==> src/rtl/mst_pkg.sv <==
`default_nettype none
package mst_pkg;

   // default table depth
   localparam int ENTRIES_DEFAULT = 8;

   // fixed field widths
   localparam int PORT_W   = 16;
   localparam int PARAM_W  = 32;
   localparam int OP_W     = 2;
   localparam int STATUS_W = 2;
   localparam int SLOT_W   = 3;
   localparam int USED_W   = 4;

   typedef enum logic [OP_W-1:0] {
      OP_FIND   = 2'd0,
      OP_ADD    = 2'd1,
      OP_REMOVE = 2'd2
   } op_type;

   typedef enum logic [STATUS_W-1:0] {
      ST_OK        = 2'd0,
      ST_NOT_FOUND = 2'd1,
      ST_BUSY      = 2'd2,
      ST_FULL      = 2'd3
   } status_type;

   // one stored session: key and both parameter words
   typedef struct packed {
      logic [PORT_W-1:0]  port;
      logic [PARAM_W-1:0] rx_param;
      logic [PARAM_W-1:0] tx_param;
   } word_type;

endpackage
`default_nettype wire

==> src/rtl/mst_req_if.sv <==
`default_nettype none
interface mst_req_if;
   logic                         valid;
   logic                         ready;
   logic [mst_pkg::OP_W-1:0]     opcode;
   logic [mst_pkg::PORT_W-1:0]   port_id;
   logic                         direction;
   logic [mst_pkg::PARAM_W-1:0]  param_in;

   modport source (output valid, opcode, port_id, direction, param_in, input ready);
   modport sink   (input valid, opcode, port_id, direction, param_in, output ready);
endinterface
`default_nettype wire

==> src/rtl/mst_rsp_if.sv <==
`default_nettype none
interface mst_rsp_if;
   logic                           valid;
   logic                           ready;
   logic [mst_pkg::STATUS_W-1:0]   status;
   logic                           found;
   logic [mst_pkg::SLOT_W-1:0]     slot_index;
   logic                           rx_active;
   logic                           tx_active;
   logic [mst_pkg::PARAM_W-1:0]    param_out;
   logic [mst_pkg::USED_W-1:0]     entries_used;

   modport source (output valid, status, found, slot_index, rx_active, tx_active,
                   param_out, entries_used, input ready);
   modport sink   (input valid, status, found, slot_index, rx_active, tx_active,
                   param_out, entries_used, output ready);
endinterface
`default_nettype wire

==> src/rtl/mirror_session_table.sv <==
`default_nettype none
// Channel | Dir | Beat
// --------+-----+-----------------------------------------------------
// req_if  | in  | opcode, port_id, direction, param_in
// rsp_if  | out | status, found, slot_index, rx_active, tx_active,
//         |     | param_out, entries_used
//
// Each request passes through three steps: taking the beat, a sweep of the key
// store through its single read port, and an update of the table that loads
// the result register.
// Synchronous reset clears the valid and active marks and the entry count;
// stored keys and parameters need no clearing.
// A result waits in its register while the next request is taken; the update
// step stalls only when a previous result has not yet been taken.
module mirror_session_table #(
   parameter int ENTRIES = mst_pkg::ENTRIES_DEFAULT
) (
   input wire logic   clock,
   input wire logic   reset,
   mst_req_if.sink    req_if,
   mst_rsp_if.source  rsp_if
);

   localparam int IDX_W = (ENTRIES > 1) ? $clog2(ENTRIES) : 1;
   localparam int CNT_W = $clog2(ENTRIES + 1);

   typedef enum logic [1:0] {
      S_IDLE,
      S_SCAN,
      S_EXEC
   } state_type;

   state_type state_ff;

   // captured request
   logic [mst_pkg::OP_W-1:0]    op_ff;
   logic [mst_pkg::PORT_W-1:0]  port_ff;
   logic                        dir_ff;
   logic [mst_pkg::PARAM_W-1:0] param_ff;

   // sweep progress
   logic [CNT_W-1:0] scan_ff;
   logic             cmp_vld_ff;
   logic [IDX_W-1:0] cmp_idx_ff;
   logic             hit_ff;
   logic [IDX_W-1:0] hit_idx_ff;
   logic             free_ff;
   logic [IDX_W-1:0] free_idx_ff;
   mst_pkg::word_type cap_ff;

   // per-entry marks and count
   logic [ENTRIES-1:0] valid_ff, valid_in;
   logic [ENTRIES-1:0] rxa_ff, rxa_in;
   logic [ENTRIES-1:0] txa_ff, txa_in;
   logic [CNT_W-1:0]   used_ff, used_in;

   // result register
   logic                           rsp_valid_ff;
   logic [mst_pkg::STATUS_W-1:0]   rsp_status_ff;
   logic                           rsp_found_ff;
   logic [mst_pkg::SLOT_W-1:0]     rsp_slot_ff;
   logic                           rsp_rxa_ff;
   logic                           rsp_txa_ff;
   logic [mst_pkg::PARAM_W-1:0]    rsp_param_ff;
   logic [mst_pkg::USED_W-1:0]     rsp_used_ff;

   // store access
   logic [IDX_W-1:0]  rd_addr;
   mst_pkg::word_type rd_data;
   logic              wr_en;
   logic [IDX_W-1:0]  wr_addr;
   mst_pkg::word_type wr_data;

   // update step results
   mst_pkg::status_type         st;
   logic                        fnd;
   logic [IDX_W-1:0]            slot;
   logic                        rxa_o;
   logic                        txa_o;
   logic [mst_pkg::PARAM_W-1:0] pout;
   logic                        hit_rx;
   logic                        hit_tx;
   logic                        cmp_hit;
   logic                        out_free;
   logic                        req_beat;

   mst_store #(.ENTRIES(ENTRIES)) u_store (
      .clock   (clock),
      .rd_addr (rd_addr),
      .rd_data (rd_data),
      .wr_en   (wr_en),
      .wr_addr (wr_addr),
      .wr_data (wr_data)
   );

   assign req_if.ready = (state_ff == S_IDLE);
   assign req_beat     = req_if.valid && req_if.ready;
   assign out_free     = !rsp_valid_ff || rsp_if.ready;

   // sweep address and compare of the word read last cycle
   assign rd_addr = scan_ff[IDX_W-1:0];
   assign cmp_hit = cmp_vld_ff && valid_ff[cmp_idx_ff] && (rd_data.port == port_ff);

   assign hit_rx = rxa_ff[hit_idx_ff];
   assign hit_tx = txa_ff[hit_idx_ff];

   // decide the update and the result from the sweep outcome
   always_comb begin
      st       = mst_pkg::ST_OK;
      fnd      = 1'b0;
      slot     = '0;
      rxa_o    = 1'b0;
      txa_o    = 1'b0;
      pout     = '0;
      valid_in = valid_ff;
      rxa_in   = rxa_ff;
      txa_in   = txa_ff;
      used_in  = used_ff;
      wr_en    = 1'b0;
      wr_addr  = hit_idx_ff;
      wr_data  = cap_ff;
      case (op_ff)
         mst_pkg::OP_ADD: begin
            if (hit_ff) begin
               slot = hit_idx_ff;
               fnd  = 1'b1;
               if (dir_ff ? hit_tx : hit_rx) begin
                  st    = mst_pkg::ST_BUSY;
                  rxa_o = hit_rx;
                  txa_o = hit_tx;
                  pout  = dir_ff ? cap_ff.tx_param : cap_ff.rx_param;
               end else begin
                  wr_en = 1'b1;
                  if (dir_ff) begin
                     wr_data.tx_param   = param_ff;
                     txa_in[hit_idx_ff] = 1'b1;
                  end else begin
                     wr_data.rx_param   = param_ff;
                     rxa_in[hit_idx_ff] = 1'b1;
                  end
                  rxa_o = hit_rx | !dir_ff;
                  txa_o = hit_tx | dir_ff;
                  pout  = param_ff;
               end
            end else if (free_ff) begin
               wr_en                = 1'b1;
               wr_addr              = free_idx_ff;
               wr_data.port         = port_ff;
               wr_data.rx_param     = param_ff;
               wr_data.tx_param     = param_ff;
               valid_in[free_idx_ff] = 1'b1;
               rxa_in[free_idx_ff]  = !dir_ff;
               txa_in[free_idx_ff]  = dir_ff;
               used_in              = used_ff + CNT_W'(1);
               fnd                  = 1'b1;
               slot                 = free_idx_ff;
               rxa_o                = !dir_ff;
               txa_o                = dir_ff;
               pout                 = param_ff;
            end else begin
               st = mst_pkg::ST_FULL;
            end
         end
         mst_pkg::OP_REMOVE: begin
            if (!hit_ff) begin
               st = mst_pkg::ST_NOT_FOUND;
            end else begin
               slot  = hit_idx_ff;
               wr_en = 1'b1;
               if (dir_ff) begin
                  wr_data.tx_param   = '0;
                  txa_in[hit_idx_ff] = 1'b0;
               end else begin
                  wr_data.rx_param   = '0;
                  rxa_in[hit_idx_ff] = 1'b0;
               end
               if (!(dir_ff ? hit_rx : hit_tx)) begin
                  // both directions idle: free the entry
                  valid_in[hit_idx_ff] = 1'b0;
                  if (used_ff != '0) begin
                     used_in = used_ff - CNT_W'(1);
                  end
               end else begin
                  fnd   = 1'b1;
                  rxa_o = dir_ff ? hit_rx : 1'b0;
                  txa_o = dir_ff ? 1'b0 : hit_tx;
               end
            end
         end
         default: begin
            // find, and the unused code served as find
            if (!hit_ff) begin
               st = mst_pkg::ST_NOT_FOUND;
            end else begin
               fnd   = 1'b1;
               slot  = hit_idx_ff;
               rxa_o = hit_rx;
               txa_o = hit_tx;
               if (dir_ff) begin
                  pout = hit_tx ? cap_ff.tx_param : '0;
               end else begin
                  pout = hit_rx ? cap_ff.rx_param : '0;
               end
            end
         end
      endcase
      if (!(state_ff == S_EXEC && out_free)) begin
         wr_en = 1'b0;
      end
   end

   // sequencer, table marks and result register
   always_ff @(posedge clock) begin
      if (reset) begin
         state_ff     <= S_IDLE;
         valid_ff     <= '0;
         rxa_ff       <= '0;
         txa_ff       <= '0;
         used_ff      <= '0;
         rsp_valid_ff <= 1'b0;
         cmp_vld_ff   <= 1'b0;
      end else begin
         // drop a taken result unless the update step reloads the register
         if (rsp_valid_ff && rsp_if.ready && state_ff != S_EXEC) begin
            rsp_valid_ff <= 1'b0;
         end
         case (state_ff)
            S_IDLE: begin
               if (req_beat) begin
                  op_ff      <= req_if.opcode;
                  port_ff    <= req_if.port_id;
                  dir_ff     <= req_if.direction;
                  param_ff   <= req_if.param_in;
                  scan_ff    <= '0;
                  cmp_vld_ff <= 1'b0;
                  hit_ff     <= 1'b0;
                  free_ff    <= 1'b0;
                  state_ff   <= S_SCAN;
               end
            end
            S_SCAN: begin
               // advance the read address, compare the returning word
               cmp_vld_ff <= (scan_ff < CNT_W'(ENTRIES));
               cmp_idx_ff <= scan_ff[IDX_W-1:0];
               if (scan_ff < CNT_W'(ENTRIES)) begin
                  scan_ff <= scan_ff + CNT_W'(1);
               end
               if (cmp_hit && !hit_ff) begin
                  hit_ff     <= 1'b1;
                  hit_idx_ff <= cmp_idx_ff;
                  cap_ff     <= rd_data;
               end
               if (cmp_vld_ff && !valid_ff[cmp_idx_ff] && !free_ff) begin
                  free_ff     <= 1'b1;
                  free_idx_ff <= cmp_idx_ff;
               end
               if (scan_ff == CNT_W'(ENTRIES)) begin
                  state_ff <= S_EXEC;
               end
            end
            S_EXEC: begin
               // hold until the result register is free
               if (out_free) begin
                  valid_ff      <= valid_in;
                  rxa_ff        <= rxa_in;
                  txa_ff        <= txa_in;
                  used_ff       <= used_in;
                  rsp_valid_ff  <= 1'b1;
                  rsp_status_ff <= st;
                  rsp_found_ff  <= fnd;
                  rsp_slot_ff   <= mst_pkg::SLOT_W'(slot);
                  rsp_rxa_ff    <= rxa_o;
                  rsp_txa_ff    <= txa_o;
                  rsp_param_ff  <= pout;
                  rsp_used_ff   <= mst_pkg::USED_W'(used_in);
                  cmp_vld_ff    <= 1'b0;
                  state_ff      <= S_IDLE;
               end
            end
            default: begin
               state_ff <= S_IDLE;
            end
         endcase
      end
   end

   assign rsp_if.valid        = rsp_valid_ff;
   assign rsp_if.status       = rsp_status_ff;
   assign rsp_if.found        = rsp_found_ff;
   assign rsp_if.slot_index   = rsp_slot_ff;
   assign rsp_if.rx_active    = rsp_rxa_ff;
   assign rsp_if.tx_active    = rsp_txa_ff;
   assign rsp_if.param_out    = rsp_param_ff;
   assign rsp_if.entries_used = rsp_used_ff;

   // entry count tracks the valid marks
   a_used_count: assert property (@(posedge clock) disable iff (reset)
      32'(used_ff) == $countones(valid_ff))
      else $error("entry count differs from valid marks");

   // an active direction belongs to a valid entry
   a_active_valid: assert property (@(posedge clock) disable iff (reset)
      ((rxa_ff | txa_ff) & ~valid_ff) == '0)
      else $error("active slot on a free entry");

   // a taken request blocks the next one
   a_busy_after_beat: assert property (@(posedge clock) disable iff (reset)
      req_beat |=> !req_if.ready)
      else $error("request taken while a request is in progress");

   // a sweep hit points at a valid entry
   a_hit_valid: assert property (@(posedge clock) disable iff (reset)
      (state_ff == S_EXEC && hit_ff) |-> valid_ff[hit_idx_ff])
      else $error("sweep hit on a free entry");

endmodule
`default_nettype wire

==> src/rtl/mst_store.sv <==
`default_nettype none
module mst_store #(
   parameter int ENTRIES = mst_pkg::ENTRIES_DEFAULT,
   localparam int IDX_W  = (ENTRIES > 1) ? $clog2(ENTRIES) : 1
) (
   input  wire logic              clock,
   input  wire logic [IDX_W-1:0]  rd_addr,
   output mst_pkg::word_type      rd_data,
   input  wire logic              wr_en,
   input  wire logic [IDX_W-1:0]  wr_addr,
   input  wire mst_pkg::word_type wr_data
);

   mst_pkg::word_type mem [ENTRIES];
   mst_pkg::word_type rd_data_ff;

   // write one word, read one word with registered data
   always_ff @(posedge clock) begin
      if (wr_en) begin
         mem[wr_addr] <= wr_data;
      end
      rd_data_ff <= mem[rd_addr];
   end

   assign rd_data = rd_data_ff;

endmodule
`default_nettype wire

==> src/flat_wrapper.sv <==
// flat-port wrapper written by rule: the top's interface ports become plain ports
module mirror_session_table_flat 
#(
   parameter int ENTRIES = mst_pkg::ENTRIES_DEFAULT
)
  (clock, reset, req_if_valid, req_if_opcode, req_if_port_id, req_if_direction, req_if_param_in, req_if_ready, rsp_if_valid, rsp_if_status, rsp_if_found, rsp_if_slot_index, rsp_if_rx_active, rsp_if_tx_active, rsp_if_param_out, rsp_if_entries_used, rsp_if_ready);
  mst_req_if req_if_i ();
  mst_rsp_if rsp_if_i ();
  input wire logic clock;
  input wire logic reset;
  input wire logic [$bits(req_if_i.valid)-1:0] req_if_valid;
  input wire logic [$bits(req_if_i.opcode)-1:0] req_if_opcode;
  input wire logic [$bits(req_if_i.port_id)-1:0] req_if_port_id;
  input wire logic [$bits(req_if_i.direction)-1:0] req_if_direction;
  input wire logic [$bits(req_if_i.param_in)-1:0] req_if_param_in;
  output wire logic [$bits(req_if_i.ready)-1:0] req_if_ready;
  output wire logic [$bits(rsp_if_i.valid)-1:0] rsp_if_valid;
  output wire logic [$bits(rsp_if_i.status)-1:0] rsp_if_status;
  output wire logic [$bits(rsp_if_i.found)-1:0] rsp_if_found;
  output wire logic [$bits(rsp_if_i.slot_index)-1:0] rsp_if_slot_index;
  output wire logic [$bits(rsp_if_i.rx_active)-1:0] rsp_if_rx_active;
  output wire logic [$bits(rsp_if_i.tx_active)-1:0] rsp_if_tx_active;
  output wire logic [$bits(rsp_if_i.param_out)-1:0] rsp_if_param_out;
  output wire logic [$bits(rsp_if_i.entries_used)-1:0] rsp_if_entries_used;
  input wire logic [$bits(rsp_if_i.ready)-1:0] rsp_if_ready;
  assign req_if_i.valid = req_if_valid;
  assign req_if_i.opcode = req_if_opcode;
  assign req_if_i.port_id = req_if_port_id;
  assign req_if_i.direction = req_if_direction;
  assign req_if_i.param_in = req_if_param_in;
  assign req_if_ready = req_if_i.ready;
  assign rsp_if_valid = rsp_if_i.valid;
  assign rsp_if_status = rsp_if_i.status;
  assign rsp_if_found = rsp_if_i.found;
  assign rsp_if_slot_index = rsp_if_i.slot_index;
  assign rsp_if_rx_active = rsp_if_i.rx_active;
  assign rsp_if_tx_active = rsp_if_i.tx_active;
  assign rsp_if_param_out = rsp_if_i.param_out;
  assign rsp_if_entries_used = rsp_if_i.entries_used;
  assign rsp_if_i.ready = rsp_if_ready;
  mirror_session_table #(.ENTRIES(ENTRIES)) u_core (.clock(clock), .reset(reset), .req_if(req_if_i), .rsp_if(rsp_if_i));
endmodule
==> config.mk <==
export PLATFORM = sky130hd
export DESIGN_NAME = mirror_session_table_flat
export DESIGN_NICKNAME = d
export VERILOG_FILES = /design/src/rtl/mst_pkg.sv /design/src/rtl/mst_req_if.sv /design/src/rtl/mst_rsp_if.sv /design/src/rtl/mirror_session_table.sv /design/src/rtl/mst_store.sv /design/src/flat_wrapper.sv
export SDC_FILE = /design/constraint.sdc
export NUM_CORES = 1
export LEC_CHECK = 0
export ABC_AREA = 0
export BUFFER_PORTS_ARGS = -buffer_cell sky130_fd_sc_hd__buf_2
export CORE_MARGIN = 1
export CORE_UTILIZATION = 50
export CTS_CLUSTER_DIAMETER = 80
export DETAILED_ROUTE_END_ITERATION = 10
export GPL_TIMING_DRIVEN = 0
export PLACE_DENSITY = 0.69
export SLEW_MARGIN = 20
export SYNTH_ARGS = -nofsm -noshare
export SYNTH_HDL_FRONTEND = slang
export SYNTH_SLANG_ARGS = --single-unit
==> constraint.sdc <==
create_clock -name clock -period 8.7 [get_ports clock]
set_input_delay 1.74 -clock clock [delete_from_list [all_inputs] [get_ports clock]]
set_output_delay 1.74 -clock clock [all_outputs]
set_load 0.02 [all_outputs]
==> results of run 1 <==
## metrics by stage
stage | worst slack [ns] | utilization | setup TNS [ns] | std cells
after floorplan | -0.04355 | - | -6.968 | 2260
after global placement | -6.976 | 0.5285 | -2719.07 | 3329
after detailed placement | 3.647 | 0.5448 | 0 | 3407
after CTS | 4.376 | 0.5857 | 0 | 3585
after global routing | 4.253 | 0.5857 | 0 | 3585
final | 4.328 | 0.5857 | 0 | 3586
## kinds of logic (layout without fill, tap and decap cells)
| family | Yosys count | in the layout | share of synthesized area |
|---|---|---|---|
| AND/OR/NAND/NOR | 419 | 419 | 0.04829 |
| adder cells (fa/ha/maj) | 6 | 6 | 0.001991 |
| flip-flops | 942 | 942 | 0.7206 |
| AO/OA/AOI/OAI | 410 | 410 | 0.07265 |
| XOR/XNOR | 19 | 19 | 0.004414 |
| buffers and inverters | 183 | 539 | 0.02048 |
| other | 0 | 1 | 0 |
| multiplexers | 281 | 281 | 0.1316 |
## per-layer routing
metal  routed length, um  GRT usage  part of all wire  up-vias
li1                    -          -                 -     9517
met1               40960     0.3726              0.41    11494
met2               46710     0.4139              0.47     1254
met3                9414    0.04522             0.094      227
met4                3235    0.09067             0.032        6
met5                  34          0           0.00034        -
## worst reg2reg max path, stage by stage, from the launching register on
cell and delay [ns]:
edfxtp_1 0.52, nor2b_1 0.59, and2_1 0.25, clkbuf_1 0.47, a31oi_1 0.25, nor3_2 0.63, buf_4 0.33, buf_4 0.21
buf_4 0.18, buf_4 0.21, buf_4 0.17
## power groups by stage
| stage | sequential [mW] | combinational, mW | clock, mW |
|---|---|---|---|
| final | 4.99 | 0.422 | 3.96 |
| after global routing | 4.99 | 0.448 | 4.17 |
| after CTS | 4.99 | 0.418 | 4.01 |
| after detailed placement | 5.08 | 0.415 | 0 |
| after global placement | 5.09 | 0.400 | 0 |
| after floorplan | 5.07 | 0.270 | 0 |
## worst max path at each step
stage                                          end  cells after the start  slack, ns
5_1_grt        u_core.u_store.mem[7][56]$_DFFE_PP_                     11       4.25
2_1_floorplan   u_core.u_store.mem[3][0]$_DFFE_PP_                      5      -0.04
4_1_cts        u_core.u_store.mem[7][56]$_DFFE_PP_                     11       4.38
6_report       u_core.u_store.mem[7][59]$_DFFE_PP_                     11       4.33
3_5_place_dp   u_core.u_store.mem[7][59]$_DFFE_PP_                     11       3.65
3_3_place_gp   u_core.u_store.mem[7][57]$_DFFE_PP_                      6      -6.98
## cell type report
type                       count  area [um2]
sequential                   942       27170
clock inverter                53       466.7
multi-input combinational   1135        9837
tap                          969        1212
buffer                       141       616.8
clock buffer                 125        2581
fill                        5589       30890
timing repair buffer         178        1637
antenna                        1       2.502
inverter                      42       157.7
## synthesized netlist by cell type (22+ instances only)
| cell type | n | area share |
|---|---|---|
| inv_1 | 40 | 0.0040 |
| buf_2 | 25 | 0.0033 |
| nor2_1 | 83 | 0.0083 |
| o211ai_1 | 22 | 0.0044 |
| mux2_2 | 86 | 0.026 |
| dfxtp_1 | 112 | 0.059 |
| mux2i_1 | 32 | 0.0085 |
| a22oi_1 | 22 | 0.0044 |
| clkbuf_1 | 90 | 0.0090 |
| o21ai_0 | 118 | 0.016 |
| a21oi_1 | 98 | 0.013 |
| a32oi_1 | 22 | 0.0051 |
| edfxtp_1 | 830 | 0.66 |
| mux4_2 | 163 | 0.097 |
| nor3_1 | 28 | 0.0037 |
| nand2_1 | 231 | 0.023 |
## flip-flops by register name (all words and copies together) (netlist names), 8 cells and up
name	cells
u_core.cap_ff	80
u_core.rsp_if.param_out	32
u_core.txa_ff	8
u_core.param_ff	32
u_core.u_store.rd_data	80
u_core.u_store.mem	640
u_core.port_ff	16
u_core.valid_ff	8
u_core.rxa_ff	8
==> flow_summary.yaml, run 1 <==
clock_tree:
  cts_max_level: 3
  cts-root-buf: "clkbuf_16"
  clock_latency_ns: 0.67
  clkTransAtPathRegs_ns: 0.06
  numCtsBuffers: 95
  cts_hold_buffers: 0
  clk_path_buf_depth: 3
  cts.sinks: 942
  post_cts_buffers: 0
  cts_tree: "done"
  ctsResizeCount: 0
setup_path:
  critPathCaptureType: "register"
  critPathBufInv: 7
  cpMostUsedCell: "buf_4"
  r2r_slack_ns: 4.60
  critPathTopFamily: "buffers and inverters"
  setup.worst_path.start: "rsp_if_ready"
  path_cells: "buf_2, nor2b_1, or3_1, clkbuf_1, o22a_1, nor3_2, buf_4, buf_4, buf_4, buf_4, buf_4"
  cp-start-kind: "primary input"
  crit_fanout: 10
  max_stage_delay_ns: 0.56
  worstPathRequired_ns: 9.07
  arrival_ns: 4.74
  rr_worst_depth: 10
  r2r-end: "u_core.u_store.mem[7][59]$_DFFE_PP_"
  cp_slowest_cell: "nor3_2"
  r2r-start: "u_core.free_ff$_DFFE_PP_"
  path_class: "in -> reg"
synthesis:
  yosys_warnings: 0
  mappedNetlistArea_um2: 37700
  syn-num-nets: 2321
  synth-edff-count: 830
  synth.avg_cell_area_um2: 16.68
  syn_inst: 2260
  synth-seq-cells: 942
  synth_cell_types: 73
  ys_seq_area_frac: 0.7206
  synth-async-reset-ratio: 0
  ys.flop_type: "edfxtp_1"
grt:
  antenna_found_initial: 5
  grt_pass1_vias: 22368
  track_usage: 0.2627
  grt_overflow_total: 0
  grt_pass1_wl_mm: 147.0
  grt_max_degree: 24
drt:
  vias: 22498
  avgRoutedWirePerCell_um: 27.99
  drtIter0Drc: 3054
  antenna_left: 0
  vias_per_cell: 6.274
  wirelength_mm: 100.4
  drcViolationCount: 0
  detail_route.first_pass.iterations: 9
floorplanning:
  die_h_um: 276.6
  fp-row-count: 100
  pin_count: 101
  core-area_um2: 74570
  initial_core_util: 0.5055
  dieArea_um2: 76500
  die_w_um: 276.6
placed_design:
  dp_hpwl_mm: 67.37
  port_buffers: 100
  placed_cell_area_um2: 40630
  gp_congestion: 0.9291
sta:
  rsz0062_at_grt: "no"
  whs_ns: 0.4037
  hold_violations: 0
  setup_violations: 0
  max_freq_mhz: 228.7
  worst_pin_slew_ns: 1.150
  skew_ns: 0.05409
  drv_slew: 0
  relSlewSlack: 0.2334
  fin_crit_ns: 4.372
  min_period_over_period: 0.5026
power_and_ir_drop:
  total_power_mw: 9.376
  cell_internal_pwr_mw: 7.374
  power_frac_comb: 0.045
  ir_worst_vdd_mv: 0.1412
  swShare: 0.2135
  switching_power_mw: 2.002
  powerDensity_nw_per_um2: 214.7
  seq_power_share: 0.532
  p_leak_nw: 14.55
  p_clk_frac: 0.423
final_layout:
  fin_area_um2: 43680
  final_common_cell: "edfxtp_1"
  area_delta_synth_final_pct: 15.86
  post_route_cells_drive_above_1_share: 0.2416
  nNetsFinal: 2596
  final_cell_mix: "830 x edfxtp_1, 231 x nand2_1, 163 x mux4_2"
hold_path:
  hp-class: "reg -> reg"
  min_path_cells: 0
  min_to: "u_core.cap_ff[59]$_DFFE_PP_"
  hp-start: "u_core.u_store.rd_data[59]$_DFF_P_"
job:
  drv_cap: 0
status:
  status: "complete, no violations"
No activity file was read; power rests on OpenSTA's default activity.
==> run 2: changes to the inputs <==
--- a/config.mk
+++ b/config.mk
@@ -5,7 +5,7 @@
 export SDC_FILE = /design/constraint.sdc
 export NUM_CORES = 1
 export LEC_CHECK = 0
-export ABC_AREA = 0
+export ABC_AREA = 1
 export BUFFER_PORTS_ARGS = -buffer_cell sky130_fd_sc_hd__buf_2
 export CORE_MARGIN = 1
 export CORE_UTILIZATION = 50
==> constraint.sdc (replaced) <==
create_clock -name clock -period 3.6 [get_ports clock]
set_input_delay 0.72 -clock clock [delete_from_list [all_inputs] [get_ports clock]]
set_output_delay 0.72 -clock clock [all_outputs]
set_load 0.02 [all_outputs]
==> run 2 against run 1 <==
First-iteration DRC count grew 41%; sequential power grew to 2.5 times the previous value; global-route usage grew 4.6 points; worst hold slack lost 0.22 ns; combinational power grew to 8.2 times the previous value; routed wire length grew 23%; clock skew grew 0.0070 ns; sequential share of layout area shrank 2.8 points; area after synthesis grew 4.4%; synthesized cell count grew 59%; register-to-register slack lost 4.5 ns.
==> flow_summary.yaml, run 2 <==
synthesis:
  ys.flop_type: "edfxtp_1"
  synth-async-reset-ratio: 0
  syn-num-nets: 3663
  synthTopCellsByArea: "edfxtp_1 63%, o21ai_0 7.1%, nor2_1 6.7%"
  synth.avg_cell_area_um2: 10.93
  synth-seq-cells: 942
  ys_seq_area_frac: 0.6902
  synth_cell_types: 43
  yosys_warnings: 0
  netlist_top_cells_count: "830 x edfxtp_1, 703 x nor2_1, 561 x o21ai_0"
  synth-edff-count: 830
  netlist.area_leader.share: 0.6332
  synth_area_leader_cell: "edfxtp_1"
  mappedNetlistArea_um2: 39360
  synth_most_common_cell: "edfxtp_1"
  syn_inst: 3602
drt:
  vias_per_cell: 5.945
  antenna_left: 0
  vias: 29741
  drcViolationCount: 0
  avgRoutedWirePerCell_um: 24.61
  drtIter0Drc: 4294
  detail_route.first_pass.iterations: 8
  wirelength_mm: 123.1
placed_design:
  dp_hpwl_mm: 86.19
  placed_cell_area_um2: 42410
  post-place-ws_ns: -0.4265
  port_buffers: 99
  gp_congestion: 1.016
  dp.cells: 4811
clock_tree:
  cts_max_level: 3
  cts_tree: "done"
  cts-root-buf: "clkbuf_16"
  clock_latency_ns: 0.71
  cts.sinks: 942
  clkTransAtPathRegs_ns: 0.06
  clk_path_buf_depth: 3
  numCtsBuffers: 96
power_and_ir_drop:
  cell_internal_pwr_mw: 19.02
  p_leak_nw: 16.24
  switching_power_mw: 7.085
  swShare: 0.2714
  ir_worst_vdd_mv: 0.4747
  power_frac_comb: 0.132
  seq_power_share: 0.483
  powerDensity_nw_per_um2: 570.8
  p_clk_frac: 0.385
final_layout:
  post_route_cells_drive_above_1_share: 0.1085
  final_common_cell: "edfxtp_1"
  fin_area_um2: 45730
  fin_util: 0.5884
  final_cell_mix: "830 x edfxtp_1, 698 x nor2_1, 546 x o21ai_0"
  area_delta_synth_final_pct: 16.20
  instances_no_fill: 5003
  nNetsFinal: 3939
  top_register: "u_core.u_store.mem"
  fillers: 6248
  largest_reg_flops: 640
  seqCellArea_um2: 27170
  multiInputGateArea_um2: 10590
sta:
  max_freq_mhz: 287.0
  setup_violations: 0
  fin_crit_ns: 3.485
  drv_slew: 0
  setup_tns_ns: 0
  min_period_over_period: 0.9680
  worst_pin_slew_ns: 1.199
  skew_ns: 0.06113
  rsz0062_at_grt: "yes"
  hold_violations: 0
  relSlewSlack: 0.1923
  finalWorstSetupSlack_ns: 0.1151
setup_path:
  path_class: "reg -> reg"
  r2r_slack_ns: 0.12
  cp-start-kind: "register"
  r2r-start: "u_core.hit_idx_ff[0]$_DFFE_PP_"
  r2r-end: "u_core.u_store.mem[2][66]$_DFFE_PP_"
  cp_slowest_cell: "edfxtp_1"
  setup.worst_path.start: "u_core.hit_idx_ff[0]$_DFFE_PP_"
  arrival_ns: 3.87
  path_cells: "inv_2, nand2_1, nand3_1, nand2_1, nor2_2, nand2_2, nand2_4, buf_6, o21ai_1, nand2_1, nand2_4, nor3_4, buf_8, buf_8, buf_8, buf_6"
  rr_worst_depth: 16
  critPathCaptureType: "register"
  max_stage_delay_ns: 0.47
  worstPathRequired_ns: 3.98
  crit_fanout: 13
grt:
  grt_pass1_wl_mm: 178.3
  antenna_found_initial: 7
  grt_pass1_vias: 27380
  grt_max_degree: 26
  track_usage: 0.3089
  grt_overflow_total: 0
floorplanning:
  core-area_um2: 77720
  die_h_um: 282.6
  fp-row-count: 102
  initial_core_util: 0.5064
  pin_count: 101
  die_w_um: 282.6
  dieArea_um2: 79840
status:
  status: "complete, no violations"
hold_path:
  hp-class: "in -> reg"
  min_path_cells: 1
  min_to: "u_core.port_ff[3]$_DFFE_PP_"
  hp-start: "req_if_port_id[3]"
job:
  drv_cap: 0
## run 2: changes by cell type after synthesis, moves of 86 or more
cell | before | now
mux2_2 | 86 | 0
o22ai_1 | 4 | 108
o21ai_0 | 118 | 561
nand2_1 | 231 | 377
nor2_1 | 83 | 703
inv_1 | 40 | 198
mux4_2 | 163 | 0
## run 2: critical path: cells and delay by family (launching register included)
kind            cells  cell delay [ns]
simple gates        9             1.52
buf+inv             6             1.10
flops               1             0.47
compound gates      1             0.07
## run 2: logic make-up after synthesis
kind of cell / Yosys count / share of synthesized area
AO/OA/AOI/OAI: 990 / 0.1381
XOR/XNOR: 8 / 0.001780
AND/OR/NAND/NOR: 1224 / 0.1231
flip-flops: 942 / 0.6902
adder cells (fa/ha/maj): 6 / 0.001907
buffers and inverters: 432 / 0.04486
## run 2: worst max-delay path by stage
stage	end	slack, ns
2_1_floorplan	u_core.u_store.mem[0][0]$_DFFE_PP_	-0.41
3_3_place_gp	u_core.u_store.mem[1][8]$_DFFE_PP_	-2.83
3_5_place_dp	u_core.state_ff[1]$_SDFFE_PP0P_	-0.43
4_1_cts	u_core.u_store.rd_data[49]$_DFF_P_	0.01
5_1_grt	u_core.u_store.mem[2][66]$_DFFE_PP_	-0.01
6_report	u_core.u_store.mem[2][66]$_DFFE_PP_	0.12
## run 2: power groups by stage
stage	Combinational, mW	Clock, mW	Sequential [mW]
after global routing	3.68	10.6	12.6
final	3.45	10.1	12.6
after CTS	3.36	10.1	12.6
after floorplan	1.98	0	12.8
after detailed placement	3.34	0	12.8
after global placement	3.26	0	12.8
## run 2: metal layers
layer  GRT usage  wire length [um]  vias up
li1            -                 -    13375
met1      0.4217             48130    14150
met2      0.4772             54940     1898
met3     0.06831             14520      316
met4      0.1328              5505        2
met5           0                33        -
## run 2: repair_timing
item,4_1_cts,5_1_grt
gates cloned,0,0
pin swaps,4,5
gates resized for setup,1,4
hold buffers,0,0
endpoints found under the setup margin,106,135
buffers inserted,4,7
## run 2: area by class of cell
| type | instances | area share |
|---|---|---|
| sequential | 942 | 0.5940 |
| multi-input combinational | 2228 | 0.2316 |
| clock buffer | 135 | 0.05904 |
| timing repair buffer | 180 | 0.03611 |
| tap | 1040 | 0.02845 |
| buffer | 219 | 0.02170 |
| inverter | 211 | 0.01732 |
| clock inverter | 47 | 0.01171 |
| antenna | 1 | 0.00005472 |
## run 2: through the flow
stage | hold slack, ns | power (mW)
detailed placement | 0.3887 | 16.16
global route | 0.1572 | 26.86
floorplan | 0.3855 | 14.75
global placement | 0.3866 | 16.10
CTS | 0.1614 | 26.06
finish | 0.1820 | 26.10
